**src/hw/rtl/sfg_pkg.sv**
```systemverilog
// ----------------------------------------------------------------------------
// sfg_pkg: spring force generator shared types
// Payload structs, register codes and pipeline records for the spring force
// datapath.
// ----------------------------------------------------------------------------
package sfg_pkg;

  localparam int FRAC_DEF   = 16;  // default fraction bits (Q16.16)
  localparam int FRAC_MAX   = 24;
  localparam int QUO_W      = FRAC_MAX + 1;  // unit vector component, up to 2^F
  localparam int LEN_W      = 33;
  localparam int RAD_W      = 66;
  localparam int SQ_STEPS   = 33;
  localparam int SQ_REM_W   = 34;
  localparam int DIV_REM_W  = 33;
  localparam int CFG_IDX_W  = 3;
  localparam int CFG_DATA_W = 32;

  typedef enum logic [CFG_IDX_W-1:0] {
    REG_MODE     = 3'd0,
    REG_SPRING_K = 3'd1,
    REG_REST_LEN = 3'd2,
    REG_ANCHOR_X = 3'd3,
    REG_ANCHOR_Y = 3'd4
  } sfg_reg_e;

  typedef enum logic [1:0] {
    MODE_PARTNER = 2'd0,
    MODE_ANCHOR  = 2'd1,
    MODE_BUNGEE  = 2'd2
  } sfg_mode_e;

  typedef struct packed {
    logic signed [31:0] pos_x;
    logic signed [31:0] pos_y;
    logic signed [31:0] partner_x;
    logic signed [31:0] partner_y;
  } sfg_in_t;

  typedef struct packed {
    logic signed [31:0] force_x;
    logic signed [31:0] force_y;
    logic               applied;
    logic               saturated;
  } sfg_out_t;

  // separation magnitudes and signs, carried along the root chain
  typedef struct packed {
    logic [31:0] ax;
    logic [31:0] ay;
    logic        x_pos;
    logic        y_pos;
  } sfg_vec_t;

  typedef struct packed {
    logic [RAD_W-1:0]    rad;
    logic [SQ_REM_W-1:0] rem;
    logic [LEN_W-1:0]    root;
    sfg_vec_t            side;
  } sfg_sq_t;

  typedef struct packed {
    logic [DIV_REM_W-1:0] rem;
    logic [QUO_W-1:0]     quo;
    logic                 nb;    // next dividend bit
  } sfg_lane_t;

  typedef struct packed {
    sfg_lane_t        lx;
    sfg_lane_t        ly;
    logic [LEN_W-1:0] len;
    logic [63:0]      mag;
    logic             x_pos;
    logic             y_pos;
    logic             apply;
  } sfg_div_t;

endpackage

```
**src/hw/rtl/sfg_sqrt_cell.sv**
```systemverilog
// ----------------------------------------------------------------------------
// sfg_sqrt_cell: one digit step of the square root chain
// Takes two radicand bits, tries the next root bit, registers the result.
// ----------------------------------------------------------------------------
module sfg_sqrt_cell (
  input  logic             clk_i,
  input  logic             rst_ni,
  input  logic             vld_i,
  input  sfg_pkg::sfg_sq_t d_i,
  output logic             vld_o,
  output sfg_pkg::sfg_sq_t d_o
);
  import sfg_pkg::*;

  logic [SQ_REM_W+1:0] rn;
  logic [SQ_REM_W+1:0] trial;
  logic                ge;
  sfg_sq_t             d_d, d_q;
  logic                vld_q;

  always_comb begin
    rn    = {d_i.rem, d_i.rad[RAD_W-1 -: 2]};
    trial = (SQ_REM_W+2)'({d_i.root, 2'b01});
    ge    = (rn >= trial);
    d_d      = d_i;
    d_d.rem  = ge ? SQ_REM_W'(rn - trial) : rn[SQ_REM_W-1:0];
    d_d.root = {d_i.root[LEN_W-2:0], ge};
    d_d.rad  = {d_i.rad[RAD_W-3:0], 2'b00};
  end

  always_ff @(posedge clk_i or negedge rst_ni) begin
    if (!rst_ni) begin
      vld_q <= 1'b0;
    end else begin
      vld_q <= vld_i;
    end
  end

  always_ff @(posedge clk_i) begin
    d_q <= d_d;
  end

  assign vld_o = vld_q;
  assign d_o   = d_q;

endmodule

```
**config.mk**
```make
export PLATFORM = sky130hd
export DESIGN_NAME = sfg_sqrt_cell
export DESIGN_NICKNAME = d
export VERILOG_FILES = /design/src/hw/rtl/sfg_pkg.sv /design/src/hw/rtl/sfg_sqrt_cell.sv
export SDC_FILE = /design/constraint.sdc
export NUM_CORES = 1
export LEC_CHECK = 0
export BUFFER_PORTS_ARGS = -buffer_cell sky130_fd_sc_hd__buf_4
export CAP_MARGIN = 20
export CELL_PAD_IN_SITES_DETAIL_PLACEMENT = 1
export CELL_PAD_IN_SITES_GLOBAL_PLACEMENT = 1
export CORE_AREA = 5 5 154 156
export DETAILED_ROUTE_END_ITERATION = 10
export DIE_AREA = 0 0 159 161
export PLACE_DENSITY_LB_ADDON = 0.1
export SYNTH_ARGS = -nofsm -noshare
export SYNTH_HDL_FRONTEND = slang
export SYNTH_SLANG_ARGS = --single-unit
```
**constraint.sdc**
```tcl
create_clock -name clk_i -period 0.95 [get_ports clk_i]
set_input_delay 0.095 -clock clk_i [delete_from_list [all_inputs] [get_ports clk_i]]
set_output_delay 0.095 -clock clk_i [all_outputs]
set_load 0.02 [all_outputs]
```
=== Yosys cells after proc, flatten, opt, wreduce, memory -nomap -nowiden ===
Cells that the tools add are included.

* Logic and storage cells: 11
* Register bits after elaboration: 198
* Output and inout port bits: 200

* Add/subtract/negate cells: 1
* Order comparisons: 1
* Muxes and demuxes: 1

{| class="wikitable"
|+ Operators by type and width
! kind !! number
|-
| $ge 36x35->1 || 1
|-
| $mux 34 || 1
|-
| $sub 34x34->34 || 1
|}

=== Logic depth before layout (Yosys ltp) ===
* Depth in word-level cells: 2
* Gate-level depth with buffers: 13
* Gate-level depth less buffers: 11

=== Least setup slack after synthesis ===
No wires, ideal clock.

* Path kind: input to register
* Start point: input port d_i[67] (netlist bit)
* End point: register d_q (netlist bit d_o[106])
* Stages: 11
* Data required time: 0.836 ns
* Arrival: 2.158 ns
* Setup slack: -1.322 ns
* Buffers on the path: 1
* Path through: inv_1 -> ha_1 -> o211ai_1 -> a21oi_1 -> o21ai_2 -> o221ai_2 -> a211o_2 -> a211oi_4 -> buf_6 -> a211oi_1 -> a21o_1

{| class="wikitable"
|+ RTL lines
! what !! RTL line !! RTL
|-
| start: declaration || sfg_sqrt_cell.sv:9 || <nowiki>input sfg_pkg::sfg_sq_t d_i,</nowiki>
|-
| end signal: assignment || sfg_sqrt_cell.sv:40 || <nowiki>d_q <= d_d;</nowiki>
|-
| end: declaration || sfg_sqrt_cell.sv:18 || <nowiki>sfg_sq_t d_d, d_q;</nowiki>
|}

==> impl_summary.md <==
GRT
The number of antenna violations at the first check in global routing is 3. Summed over all layers, the global routing overflow is 0. The first global-routing pass estimated 53.04 mm of wire. Entering global routing, the biggest net connects 23 pins. The number of global-route vias before repair is 8,266. The global-route usage over all layers is 27.17%.

Final layout
Registers take 4218 µm². The synthesis-to-finish area growth is 136.1%. Cells with a size suffix above 1 make up 66.22% of the layout.

The layout has 2,211 filler cells. The finished cells cover 15,100 µm². The finished layout holds 1,617 standard cells, fillers aside.

The area of combinational cells with multiple inputs is 2764 µm². The post-layout net count is 1,553.

Floorplanning
The effective utilization at floorplan is 28.78%. The top-level I/O count is 402. The cell row count is 55. The die area is 25,600 µm². The height of the die is 161 µm. The floorplan die width is 159 µm. The area of the core is 22,230 µm².

Power
The internal portion of the total power is 16.67 mW. Sequential cells burn 38.9% of the power. Dividing total power by cell area gives a power density of 1626 nW/µm². IR analysis of the VDD net gives a maximum drop of 0.9979 mV. The reported leakage power is 6.909 nW.

The completed layout was analyzed and its total power is 24.55 mW. The net switching power is 7.877 mW. The proportion of power drawn by combinational gates is 30.2%. The part of the power in the clock network is 30.9%. The switching part of the total power is 32.09%.

Detailed routing
After detailed routing, the average wire length per cell comes to 25.18 µm. Detailed routing inserted a total of 7,494 vias. The detail route stage leaves a number of antenna-violating nets equal to 0. In the routed design, unresolved DRC markers number 0. The total wire length after detailed routing is 40.71 mm. The pre-antenna-repair detailed-routing pass consisted of 4 iterations. The detailed-route vias per instance is 4.635. After the first detailed-routing iteration, the DRC count stood at 417.

Worst setup path
The critical-path cell with the highest stage delay is sky130_fd_sc_hd__or4_4. Counting both buffers and inverters, the worst setup path holds a total of 3. The critical path goes through buf_4 -> inv_1 -> ha_4 -> a21oi_1 -> nor2_1 -> a211oi_2 -> buf_4 -> a31oi_4 -> o211ai_4 -> nand2_4 -> or4_4 -> a41oi_2. The data arrival time at the worst-slack endpoint is 2450 ps. Of all nets on the critical path, the largest fanout is 4. On the critical path the largest part of the delay comes from compound AO/OA/AOI/OAI gates. The highest cell delay on the worst timing path is 440 ps.

The critical path is of the input port to flip-flop type. The required time reported for the critical path endpoint is 1310 ps. The type of element launching the critical path is an input port.

The most numerous cell type found on the critical path is sky130_fd_sc_hd__buf_4. The type of element capturing the critical path is a flip-flop.

Synthesis
The share of async-settable or async-resettable flops after synthesis is 0.5051%. By area, the combinational part of the netlist is dominated by compound AO/OA/AOI/OAI gates. The xor-xnor portion of the synthesized cell area is 3.560%. The main flop type after synthesis is sky130_fd_sc_hd__dfxtp_1. The simple-gate share of the synthesized area is 8.607%. The number of distinct library cells after synthesis is 60.

During synthesis, Yosys emitted a total of 0 warnings. The multiplexer fraction of the synthesized cell area is 0%. The cell area that synthesis handed to floorplanning was 6396 µm². The cell type with the highest aggregate area in the netlist is sky130_fd_sc_hd__dfxtp_1. After Yosys synthesis, full adders, half adders and majority gates account for 6.847% of the synthesized area. The count of state elements after synthesis is 198. The average instance in the mapped netlist occupies 11.07 µm². sky130_fd_sc_hd__dfxtp_1 is the most common cell in the netlist.

Counting every instance in the synthesized netlist gives 578. In the synthesized netlist, the cells that appear most often are sky130_fd_sc_hd__dfxtp_1, sky130_fd_sc_hd__nand2_1, sky130_fd_sc_hd__inv_1. Ranked by total cell area, the synthesized netlist is headed by sky130_fd_sc_hd__dfxtp_1, sky130_fd_sc_hd__ha_1, sky130_fd_sc_hd__o21ai_0. In this run, synthesis inferred 0 flip-flops with an integrated enable.

The sequential share of the synthesized area is 62.05%. The fraction of synthesized cell area taken by the top area cell type is 61.66%. The post-synthesis compound-gate area fraction is 13.87%.

Placed design
The global placer's final weighted congestion is 0.8457. After detailed placement, the design holds a cell count of 1,362. The number of buffers inserted by port buffering is 399. The half-perimeter wire length after detailed placement is 22.09 mm. The post-placement cell area is 10,730 µm².

Clocking
The number of CTS-inserted buffers is 17. The number of H-tree branching levels is 4. The clock-pin slew of the registers on the worst-case setup and hold paths is 80 ps. CTS saw 198 sinks. TritonCTS built the clock tree. The maximum buffer depth of the clock tree is 2. The root cell of the clock tree is sky130_fd_sc_hd__clkbuf_16.

STA
The achievable frequency is 0.4768 GHz. The period utilization is 220.8%. The minimum period implied by the final worst setup slack is 2097 ps.

Setup repair after global routing could not meet its margin everywhere. The number of setup violations in the final report is 233. The count of pins over their slew limit is 0. The number of hold-slack violations in the final timing report is 0. Across all setup checks in the final design, the least slack found is -1147 ps.

Min path
In this run the worst hold path is classified as input port to flip-flop.

Outcome
The final reports fail on negative setup slack. The run finished, with violations left.

Run
Across the run, the number of max-cap violations was 0.
==> placed cells by master (no fill, tap or decap), drive strengths merged, types with 5 or more instances in the layout <==
cell and n:
dfxtp 197, xnor2 14, o211ai 5, buf 535, nand2b 7, nand4 10, nor2 26, a21o 9
a21oi 35, a211oi 8, nand3 7, nand2 48, dlygate4sd3 197, o21ai 52, clkbuf 19, o21bai 5
inv 51, ha 35, xor2 12, clkinv 8, a31oi 5
==> sequential cells by signal, indices dropped and copies added, names as in the netlist <==
signal / cells
d_o: 197
vld_o: 1
==> power by group through the flow <==
stage          Sequential, mW  Combinational (mW)  Clock [mW]
2_1_floorplan            10.2                1.55           0
3_3_place_gp             9.37                5.19           0
3_5_place_dp             9.37                5.24           0
4_1_cts                  9.45                6.62        7.61
5_1_grt                  9.60                7.77        8.06
6_report                 9.54                7.42        7.58
==> per-layer routing <==
metal	up-vias	routed length (µm)	GRT usage, %
met4	2	1753	9.849
met1	3605	14600	28.64
met3	100	2605	7.987
li1	3447	-	-
met2	340	21740	51.15
met5	-	7	0
==> repair_timing <==
| action | CTS | global route |
|---|---|---|
| hold endpoints to repair | 196 | 0 |
| resized for setup | 453 | 100 |
| pin swaps | 27 | 44 |
| setup endpoints to repair | 233 | 233 |
| hold buffers | 197 | 0 |
| buffers inserted | 9 | 10 |
| cloned | 2 | 3 |
==> final timing paths <==
check,end,startpoint,slack (ps),cells after the start
worst max-delay path,d_o[124],d_i[80],-1150,12
worst min-delay path,d_o[100],d_i[197],50,4
max in group asynchronous,vld_o,rst_ni,260,3
min in group asynchronous,vld_o,rst_ni,570,3
==> final cells by class <==
cell class                      count  area share [%]
Timing Repair Buffer              734           46.02
Antenna cell                        3         0.04971
Clock buffer                       17           2.817
Tap cell                          285           2.361
Multi-Input combinational cell    320           18.30
Sequential cell                   198           27.93
Inverter                           45           1.334
Clock inverter                     15           1.185
==> logic make-up (layout without fill, tap and decap cells) <==
kind of cell               Yosys count  in the layout
AOI/OAI and AO/OA                  140            140
xor gates and xnor gates            26             26
other                                1              5
DFF                                198            198
and+or+nand+nor                    117            117
buffers and inverters               61            811
adders and majority gates           35             35
==> metrics by stage <==
stage | setup WS (ps) | TNS, ps | util (%) | hold WS, ps
after floorplan | -1145 | -38590 | - | -200.6
after global placement | -1449 | -48010 | 48.29 | -130.1
after detailed placement | -1484 | -49110 | 48.29 | -129.4
after CTS | -999.7 | -43560 | 65.62 | 14.15
after global routing | -1170 | -50390 | 67.94 | 52.32
final | -1147 | -42030 | 67.94 | 46.25
Power figures use the tool's default switching activity.
