$ cat config.mk
export PLATFORM = sky130hd
export DESIGN_NAME = sfg_div_cell
export DESIGN_NICKNAME = d
export VERILOG_FILES = /design/src/hw/rtl/sfg_pkg.sv /design/src/hw/rtl/sfg_div_cell.sv
export SDC_FILE = /design/constraint.sdc
export NUM_CORES = 1
export LEC_CHECK = 0
export ABC_AREA = 1
export ABC_CLOCK_PERIOD_IN_PS = 800
export BUFFER_PORTS_ARGS = -buffer_cell sky130_fd_sc_hd__buf_2
export CAP_MARGIN = 5
export CORE_MARGIN = 4
export CORE_UTILIZATION = 40
export DETAILED_ROUTE_END_ITERATION = 6
export GPL_TIMING_DRIVEN = 0
export PLACE_DENSITY = 0.68
export SLEW_MARGIN = 20
export SYNTH_ARGS = -nofsm -noshare
export SYNTH_HDL_FRONTEND = slang
export SYNTH_SLANG_ARGS = --single-unit
$ cat constraint.sdc
create_clock -name clk_i -period 0.8 [get_ports clk_i]
set_input_delay 0.12 -clock clk_i [delete_from_list [all_inputs] [get_ports clk_i]]
set_output_delay 0.12 -clock clk_i [all_outputs]
set_load 0.005 [all_outputs]
$ cat src/hw/rtl/sfg_pkg.sv
// ----------------------------------------------------------------------------
// sfg_pkg: spring force generator shared types
// Payload structs, register codes and pipeline records for the spring force
// datapath.
// ----------------------------------------------------------------------------
package sfg_pkg;

  localparam int FRAC_DEF   = 16;  // default fraction bits (Q16.16)
  localparam int FRAC_MAX   = 24;
  localparam int QUO_W      = FRAC_MAX + 1;  // unit vector component, up to 2^F
  localparam int LEN_W      = 33;
  localparam int RAD_W      = 66;
  localparam int SQ_STEPS   = 33;
  localparam int SQ_REM_W   = 34;
  localparam int DIV_REM_W  = 33;
  localparam int CFG_IDX_W  = 3;
  localparam int CFG_DATA_W = 32;

  typedef enum logic [CFG_IDX_W-1:0] {
    REG_MODE     = 3'd0,
    REG_SPRING_K = 3'd1,
    REG_REST_LEN = 3'd2,
    REG_ANCHOR_X = 3'd3,
    REG_ANCHOR_Y = 3'd4
  } sfg_reg_e;

  typedef enum logic [1:0] {
    MODE_PARTNER = 2'd0,
    MODE_ANCHOR  = 2'd1,
    MODE_BUNGEE  = 2'd2
  } sfg_mode_e;

  typedef struct packed {
    logic signed [31:0] pos_x;
    logic signed [31:0] pos_y;
    logic signed [31:0] partner_x;
    logic signed [31:0] partner_y;
  } sfg_in_t;

  typedef struct packed {
    logic signed [31:0] force_x;
    logic signed [31:0] force_y;
    logic               applied;
    logic               saturated;
  } sfg_out_t;

  // separation magnitudes and signs, carried along the root chain
  typedef struct packed {
    logic [31:0] ax;
    logic [31:0] ay;
    logic        x_pos;
    logic        y_pos;
  } sfg_vec_t;

  typedef struct packed {
    logic [RAD_W-1:0]    rad;
    logic [SQ_REM_W-1:0] rem;
    logic [LEN_W-1:0]    root;
    sfg_vec_t            side;
  } sfg_sq_t;

  typedef struct packed {
    logic [DIV_REM_W-1:0] rem;
    logic [QUO_W-1:0]     quo;
    logic                 nb;    // next dividend bit
  } sfg_lane_t;

  typedef struct packed {
    sfg_lane_t        lx;
    sfg_lane_t        ly;
    logic [LEN_W-1:0] len;
    logic [63:0]      mag;
    logic             x_pos;
    logic             y_pos;
    logic             apply;
  } sfg_div_t;

endpackage

$ cat src/hw/rtl/sfg_div_cell.sv
// ----------------------------------------------------------------------------
// sfg_div_cell: one quotient bit of the direction divider
// Restoring step for both x and y lanes against the shared length.
// ----------------------------------------------------------------------------
module sfg_div_cell (
  input  logic              clk_i,
  input  logic              rst_ni,
  input  logic              vld_i,
  input  sfg_pkg::sfg_div_t d_i,
  output logic              vld_o,
  output sfg_pkg::sfg_div_t d_o
);
  import sfg_pkg::*;

  sfg_div_t d_d, d_q;
  logic     vld_q;

  function automatic sfg_lane_t lane_step(sfg_lane_t l, logic [LEN_W-1:0] len);
    logic [DIV_REM_W:0] t;
    logic               ge;
    sfg_lane_t          r;
    t     = {l.rem, l.nb};
    ge    = (t >= {1'b0, len});
    r.rem = ge ? DIV_REM_W'(t - {1'b0, len}) : t[DIV_REM_W-1:0];
    r.quo = {l.quo[QUO_W-2:0], ge};
    r.nb  = 1'b0;
    return r;
  endfunction

  always_comb begin
    d_d    = d_i;
    d_d.lx = lane_step(d_i.lx, d_i.len);
    d_d.ly = lane_step(d_i.ly, d_i.len);
  end

  always_ff @(posedge clk_i or negedge rst_ni) begin
    if (!rst_ni) begin
      vld_q <= 1'b0;
    end else begin
      vld_q <= vld_i;
    end
  end

  always_ff @(posedge clk_i) begin
    d_q <= d_d;
  end

  assign vld_o = vld_q;
  assign d_o   = d_q;

endmodule
# Word-level counts from Yosys, hierarchy flattened
# Index checks and enable logic that the tools add are counted.
[op_classes]
n_addsub = 2
n_lt_le_gt_ge = 2
mux = 2
[op_table]
columns = ["op", "n"]
rows = [
  [">= comparator 34 x 33 -> 1 bit", 2],
  ["two-way mux 33 bit", 2],
  ["subtractor 33 bit", 2],
]
[word_totals]
regBits = 217
in_bits = 221
out_inout_bits = 219
elab_cells = 16

# Logic depth before layout (Yosys ltp)
# Gate-level depths: netlist of run 1.
[logic_depth]
ltp_word = 2
depth_mapped = 15
mapped_depth_nobuf = 15

# Worst setup path after synthesis of run 1
# No wires, ideal clock.
[synth_path]
path_type = "input port to flip-flop"
startpoint = "input d_i[100] in the netlist's numbering"
endpoint = "register d_q (netlist bit d_o[151])"
setup_time_ns = 0.112
t_arrival_ns = 1.529
required_ns = 0.688
slack_ns = -0.841
stages = 13
n_path_buf = 1
path_cell_list = "inv_1 ha_1 inv_1 fa_1 nand3_2 nand3_2 nand2_1 nand2_1 nand2_2 nand2_4 buf_8 nand3_2 nand2_1"
[synth_rtl]
columns = ["item", "line", "source"]
rows = [
  ["from (decl)", "sfg_div_cell.sv:9", "input sfg_pkg::sfg_div_t d_i,"],
  ["to (signal assigned)", "sfg_div_cell.sv:45", "d_q <= d_d;"],
  ["to (decl)", "sfg_div_cell.sv:15", "sfg_div_t d_d, d_q;"],
]

==> results of run 1 <==
layout make-up:
type	count	area [um^2]	share of cell area, %
Multi-Input combinational cell	1030	6840	34.6
Timing Repair Buffer	723	5880	29.7
Sequential cell	217	4500	22.7
Inverter	286	1150	5.82
Clock buffer	30	622	3.14
Tap cell	335	419	2.12
Clock inverter	11	183	0.923
Buffer	15	176	0.891
Antenna cell	6	15.0	0.0759
tightest hold or removal path, stage by stage:
cell and delay, ps:
buf_2 110, ha_4 160, nand2_1 60, nand3_2 70, nand2_1 40
power by group:
| group | switching [W] | total [W] | internal, W |
|---|---|---|---|
| clock network | 0.00479 | 0.0116 | 0.00685 |
| registers | 0.000424 | 0.0124 | 0.0120 |
| logic | 0.00581 | 0.0111 | 0.00534 |
| total | 0.0110 | 0.0352 | 0.0242 |
cell usage in the layout, fill, tap and decap left out, drive strengths merged:
cell and n:
dlygate4sd3 217, and2 11, o21ai 2, inv 272, xnor2 2, ha 66
xor2 26, a21oi 41, clkbuf 33, nor3 21, diode 6, bufinv 4
conb 2, nand2 595, clkinv 3, dfxtp 216, o21bai 1, nand3 138
fa 2, or2 5, dfrtp 1, clkinvlp 18, nand4 5, a21o 4
and3 2, buf 518, nor2 87, nand3b 20
routing by layer:
layer	up-vias	wire (um)	GRT usage, %
met5	-	0	0
li1	6228	-	-
met1	6120	19800	36.3
met2	565	27400	59.1
met3	153	3740	5.24
met4	0	2990	13.1
flip-flops by register name (all words and copies together), names as in the netlist:
register,count
vld_o,1
d_o,216
per-stage QoR:
step	util, %	area, um^2	setup TNS, ps	worst slack [ps]
5_1_grt	75.1	19800	-117640	-824
3_5_place_dp	52.7	13900	-94530	-1490
2_1_floorplan	-	11300	-50120	-758
3_3_place_gp	52.7	13900	-94100	-1500
4_1_cts	69.3	18300	-108480	-750
6_report	75.1	19800	-110160	-792
worst max-delay path by stage:
stage          endpoint    start  cells after the start
2_1_floorplan  d_o[210]  d_i[96]                     12
3_3_place_gp   d_o[206]  d_i[68]                     14
3_5_place_dp   d_o[206]  d_i[68]                     14
4_1_cts        d_o[145]  d_i[94]                     16
5_1_grt        d_o[148]  d_i[76]                     17
6_report       d_o[206]  d_i[68]                     14
kinds of logic after synthesis:
| logic type | Yosys count | share of synthesized area [%] |
|---|---|---|
| buffers and inverters | 306 | 11.3 |
| AND/OR/NAND/NOR | 884 | 35.8 |
| adder cells (fa/ha/maj) | 68 | 8.01 |
| other | 1 | 0.0347 |
| XOR/XNOR | 28 | 2.27 |
| flip-flops | 217 | 40.2 |
| AO/OA/AOI/OAI | 48 | 2.37 |
timing repair:
item | 4_1_cts | 5_1_grt
setup buffers | 41 | 24
endpoints found under the setup margin | 285 | 285
hold endpoints to repair | 216 | 0
hold buffers | 217 | 0
pin swaps | 38 | 60
cloned | 4 | 3
resized for setup | 244 | 346
==> out/results.ini, run 1 <==
[route]
vias_per_cell = 4.92
antenna_left = 0
drt-pass1-iter-count = 6
detail_route.iter0.violations = 771
routed_wl_um = 53900
wire_per_inst_um = 20.3
drc_errors = 0
vias = 13100

[power]
power_leakage_nw = 10.1
ir_worst_vdd_uv = 1700
p_total_w = 0.0352
p_per_area_nw_per_um2 = 1780

[clock_network]
root_buffer = clkbuf_16
ctsLongestPathBuffers = 3
cts_buffers = 23
path_clk_slew_ps = 70
clock-sinks = 217
cts_htree_levels = 1
tritoncts = yes

[worst_setup_path]
cpPeakStageDelay_ps = 430
cp_data_required_time_ps = 1220
critPathBufInv = 5
worstSetupEndpointType = flop
cp_data_arrival_time_ps = 2010
path_max_fanout = 8
slowest_stage = fa_2
critPathTopFamily = simple AND/OR/NAND/NOR gates
critPathLaunchType = primary input
worstSetupPathType = in2reg
crit_path_cell_trace = buf_8 > clkinvlp_4 > buf_12 > buf_6 > fa_2 > nand3_2 > nand3_4 > nand2_4 > nand2_4 > nand2_8 > nand2_8 > buf_12 > nand3_2 > nand2_2

[synth]
synthMostInstantiatedCell = nand2_1
synth_area_leader_cell = dfxtp_1
synth_seq_area_share_pct = 40.2
syn_inst = 1552
synth_area_per_cell_um2 = 6.97
synth_cell_type_count = 34
yosysTopAreaCellShare_pct = 40.0
ys_ff_latch = 217
synthTopCellsByCount = 582 x nand2_1, 281 x inv_1, 216 x dfxtp_1, 117 x nand3_1, 77 x nor2_1
async_reset_ff_share_pct = 0.461
synth_flop_cell = dfxtp_1
yosys_warnings = 0
synth_area_leaders = dfxtp_1 40%, nand2_1 20%, inv_1 9.8%
netlist_area_um2 = 10800
synth-edff-count = 0

[sta]
rsz0062_at_grt = yes
setup_viol_count_final = 285
setup_ws_ps = -792
timing_hold_violations_final = 0
whs_ps = 57.8
fin_crit_ps = 1590
post-route-period-util_pct = 199
fmax_mhz = 628
drv_slew = 0

[worst_hold_path]
min-delay-start = d_i[215]
worstHoldPathType = in2reg
whs_path_depth = 5
holdPathEnd = d_o[216]

[floorplan]
fp-row-count = 59
die_area_um2 = 29700
core_um2 = 26400
die_w_um = 172
die_h_um = 172
start_util_pct = 41.0
num_io_pins = 440

[finish]
drive_gt1_share_pct = 43.3
final_cells = 2653
syn2layout_area_growth_pct = 83.0
finalNetCount = 2585
fillCellCount = 1844

[global_route]
antenna_found_initial = 6
grt_pass1_vias = 12700
grt_max_degree = 15
grt_usage_pct = 31.9
grt_overflow = 0
grt_pass1_wl_um = 72600

[place]
hpwl_um = 36800
io_buffers = 435
dpl.cell_count = 2323
routabilityCongestion = 0.942

[flow_run]
drv_cap = 0

[outcome]
status = finished with violations
failed_checks = negative setup slack

(Power assumes the default switching activity.)
==> inputs of run 2 (changes only) <==
--- a/config.mk
+++ b/config.mk
@@ -7,13 +7,12 @@
 export LEC_CHECK = 0
 export ABC_AREA = 1
 export ABC_CLOCK_PERIOD_IN_PS = 800
-export BUFFER_PORTS_ARGS = -buffer_cell sky130_fd_sc_hd__buf_2
 export CAP_MARGIN = 5
-export CORE_MARGIN = 4
-export CORE_UTILIZATION = 40
+export CORE_AREA = 4 4 171 173
 export DETAILED_ROUTE_END_ITERATION = 6
+export DIE_AREA = 0 0 175 177
+export DONT_BUFFER_PORTS = 1
 export GPL_TIMING_DRIVEN = 0
-export PLACE_DENSITY = 0.68
 export SLEW_MARGIN = 20
 export SYNTH_ARGS = -nofsm -noshare
 export SYNTH_HDL_FRONTEND = slang
==> run 2 against run 1 <==
  * The flow finishes with violations (negative hold slack, negative setup slack)
  * Sequential power up 4%
  * Wire length fell by 14%
  * Combinational power shrank 34%
  * Clock power about the same
  * Cell area shrank 19%
  * Critical path type unchanged
  * Via count shrank 19%
  * Largest cell class unchanged
==> out/results.ini, run 2 (synthesized netlist as in run 1, its figures left out) <==
[floorplan]
die_h_um = 177
die_w_um = 175
core_um2 = 27600
die_area_um2 = 31000
num_io_pins = 440
fp-row-count = 61
start_util_pct = 39.1

[sta]
fmax_mhz = 684
drv_slew = 0
whs_ps = -383
setup_ws_ps = -661
setup_viol_count_final = 285
timing_hold_violations_final = 43
post-route-period-util_pct = 183
fin_crit_ps = 1460
rsz0062_at_grt = yes
fin_tns_setup_ps = -81970

[power]
p_per_area_nw_per_um2 = 1960
ir_worst_vdd_uv = 1550
power_leakage_nw = 7.76

[place]
io_buffers = 0
routabilityCongestion = 0.948
hpwl_um = 35500

[clock_network]
path_clk_slew_ps = 60
tritoncts = yes
ctsLongestPathBuffers = 3
cts_buffers = 24
root_buffer = clkbuf_16
clock-sinks = 217
cts_htree_levels = 1

[finish]
final_cell_mix = 520 x nand2_1, 250 x inv_1, 198 x dfxtp_2, 184 x dlygate4sd3_1, 93 x nand3_1
n_antenna_cell = 0
postLayoutCoreUtil_pct = 58.3
layout_commonest_cell = nand2_1
drive_gt1_share_pct = 31.6
finalNetCount = 2098
largest_reg_flops = 216
syn2layout_area_growth_pct = 49.0

[route]
drc_errors = 0
vias = 10600
routed_wl_um = 46500
wire_per_inst_um = 21.1
vias_per_cell = 4.83
antenna_left = 0
drt-pass1-iter-count = 5
detail_route.iter0.violations = 584

[worst_setup_path]
crit_path_cell_trace = inv_1 > ha_4 > inv_1 > nor3_2 > nand2_2 > nor3_4 > nand2_8 > nand2_8 > buf_8 > nand3_2 > nand2_1
cp_data_arrival_time_ps = 1930
path_max_fanout = 7
worstSetupPathType = in2reg
slowest_stage = ha_4
critPathLaunchType = primary input
worstSetupEndpointType = flop
critPathTopFamily = simple AND/OR/NAND/NOR gates
cpPeakStageDelay_ps = 320
critPathBufInv = 3
cp_data_required_time_ps = 1270

[global_route]
grt_pass1_wl_um = 65000
grt_overflow = 0
antenna_found_initial = 2
grt_usage_pct = 28.0
grt_max_degree = 15
grt_pass1_vias = 10600

[outcome]
status = finished with violations
failed_checks = negative hold slack, negative setup slack

[worst_hold_path]
worstHoldPathType = in2reg

[flow_run]
drv_cap = 0

[run 2: per-layer routing]
metal  wire length, um  up-vias  global-route usage, %
met1             17300     4883                   30.4
met4              2250        4                   11.5
met3              3820      109                   9.02
li1                  -     5243                      -
met5                35        -                      0
met2             23200      395                   50.5
[run 2: where the power goes]
| part | switching [W] | total (W) | leakage [nW] | internal, W |
|---|---|---|---|---|
| logic | 0.00406 | 0.00732 | 5.52 | 0.00326 |
| clock network | 0.00476 | 0.0114 | 0.394 | 0.00661 |
| registers | 0.000822 | 0.0129 | 1.84 | 0.0121 |
[run 2: final timing paths]
| check | from | to | depth (start not counted) |
|---|---|---|---|
| min in group asynchronous | rst_ni | vld_o | 2 |
| max | d_i[99] | d_o[203] | 11 |
| min | d_i[67] | d_o[67] | 0 |
| max in group asynchronous | rst_ni | vld_o | 2 |
[run 2: timing repair]
action	4_1_cts	5_1_grt
setup buffers	18	21
pin swaps	28	42
hold endpoints to repair	216	53
hold buffers	169	15
setup endpoints to repair	285	285
resized for setup	347	96
gates cloned	4	3
[run 2: final cells by class]
type	count	area, um^2
fillers	2485	11500
clock buffers	30	664
inverters	286	1180
repair buffers	229	2300
well taps	378	473
multi-input cells	1031	6450
flip-flops and latches	217	4660
clock inverters	12	139
plain buffers	20	240
[run 2: per-stage QoR]
step	worst slack, ps	hold slack, ps	cell area [um^2]	power (W)	cells
after floorplan	-758	-176	11300	0.0166	1553
after global placement	-1690	-176	11800	0.0183	1931
after detailed placement	-1690	-176	11800	0.0183	1931
after CTS	-600	-398	15400	0.0311	2164
after global routing	-679	-402	16100	0.0330	2203
final	-661	-383	16100	0.0316	2203
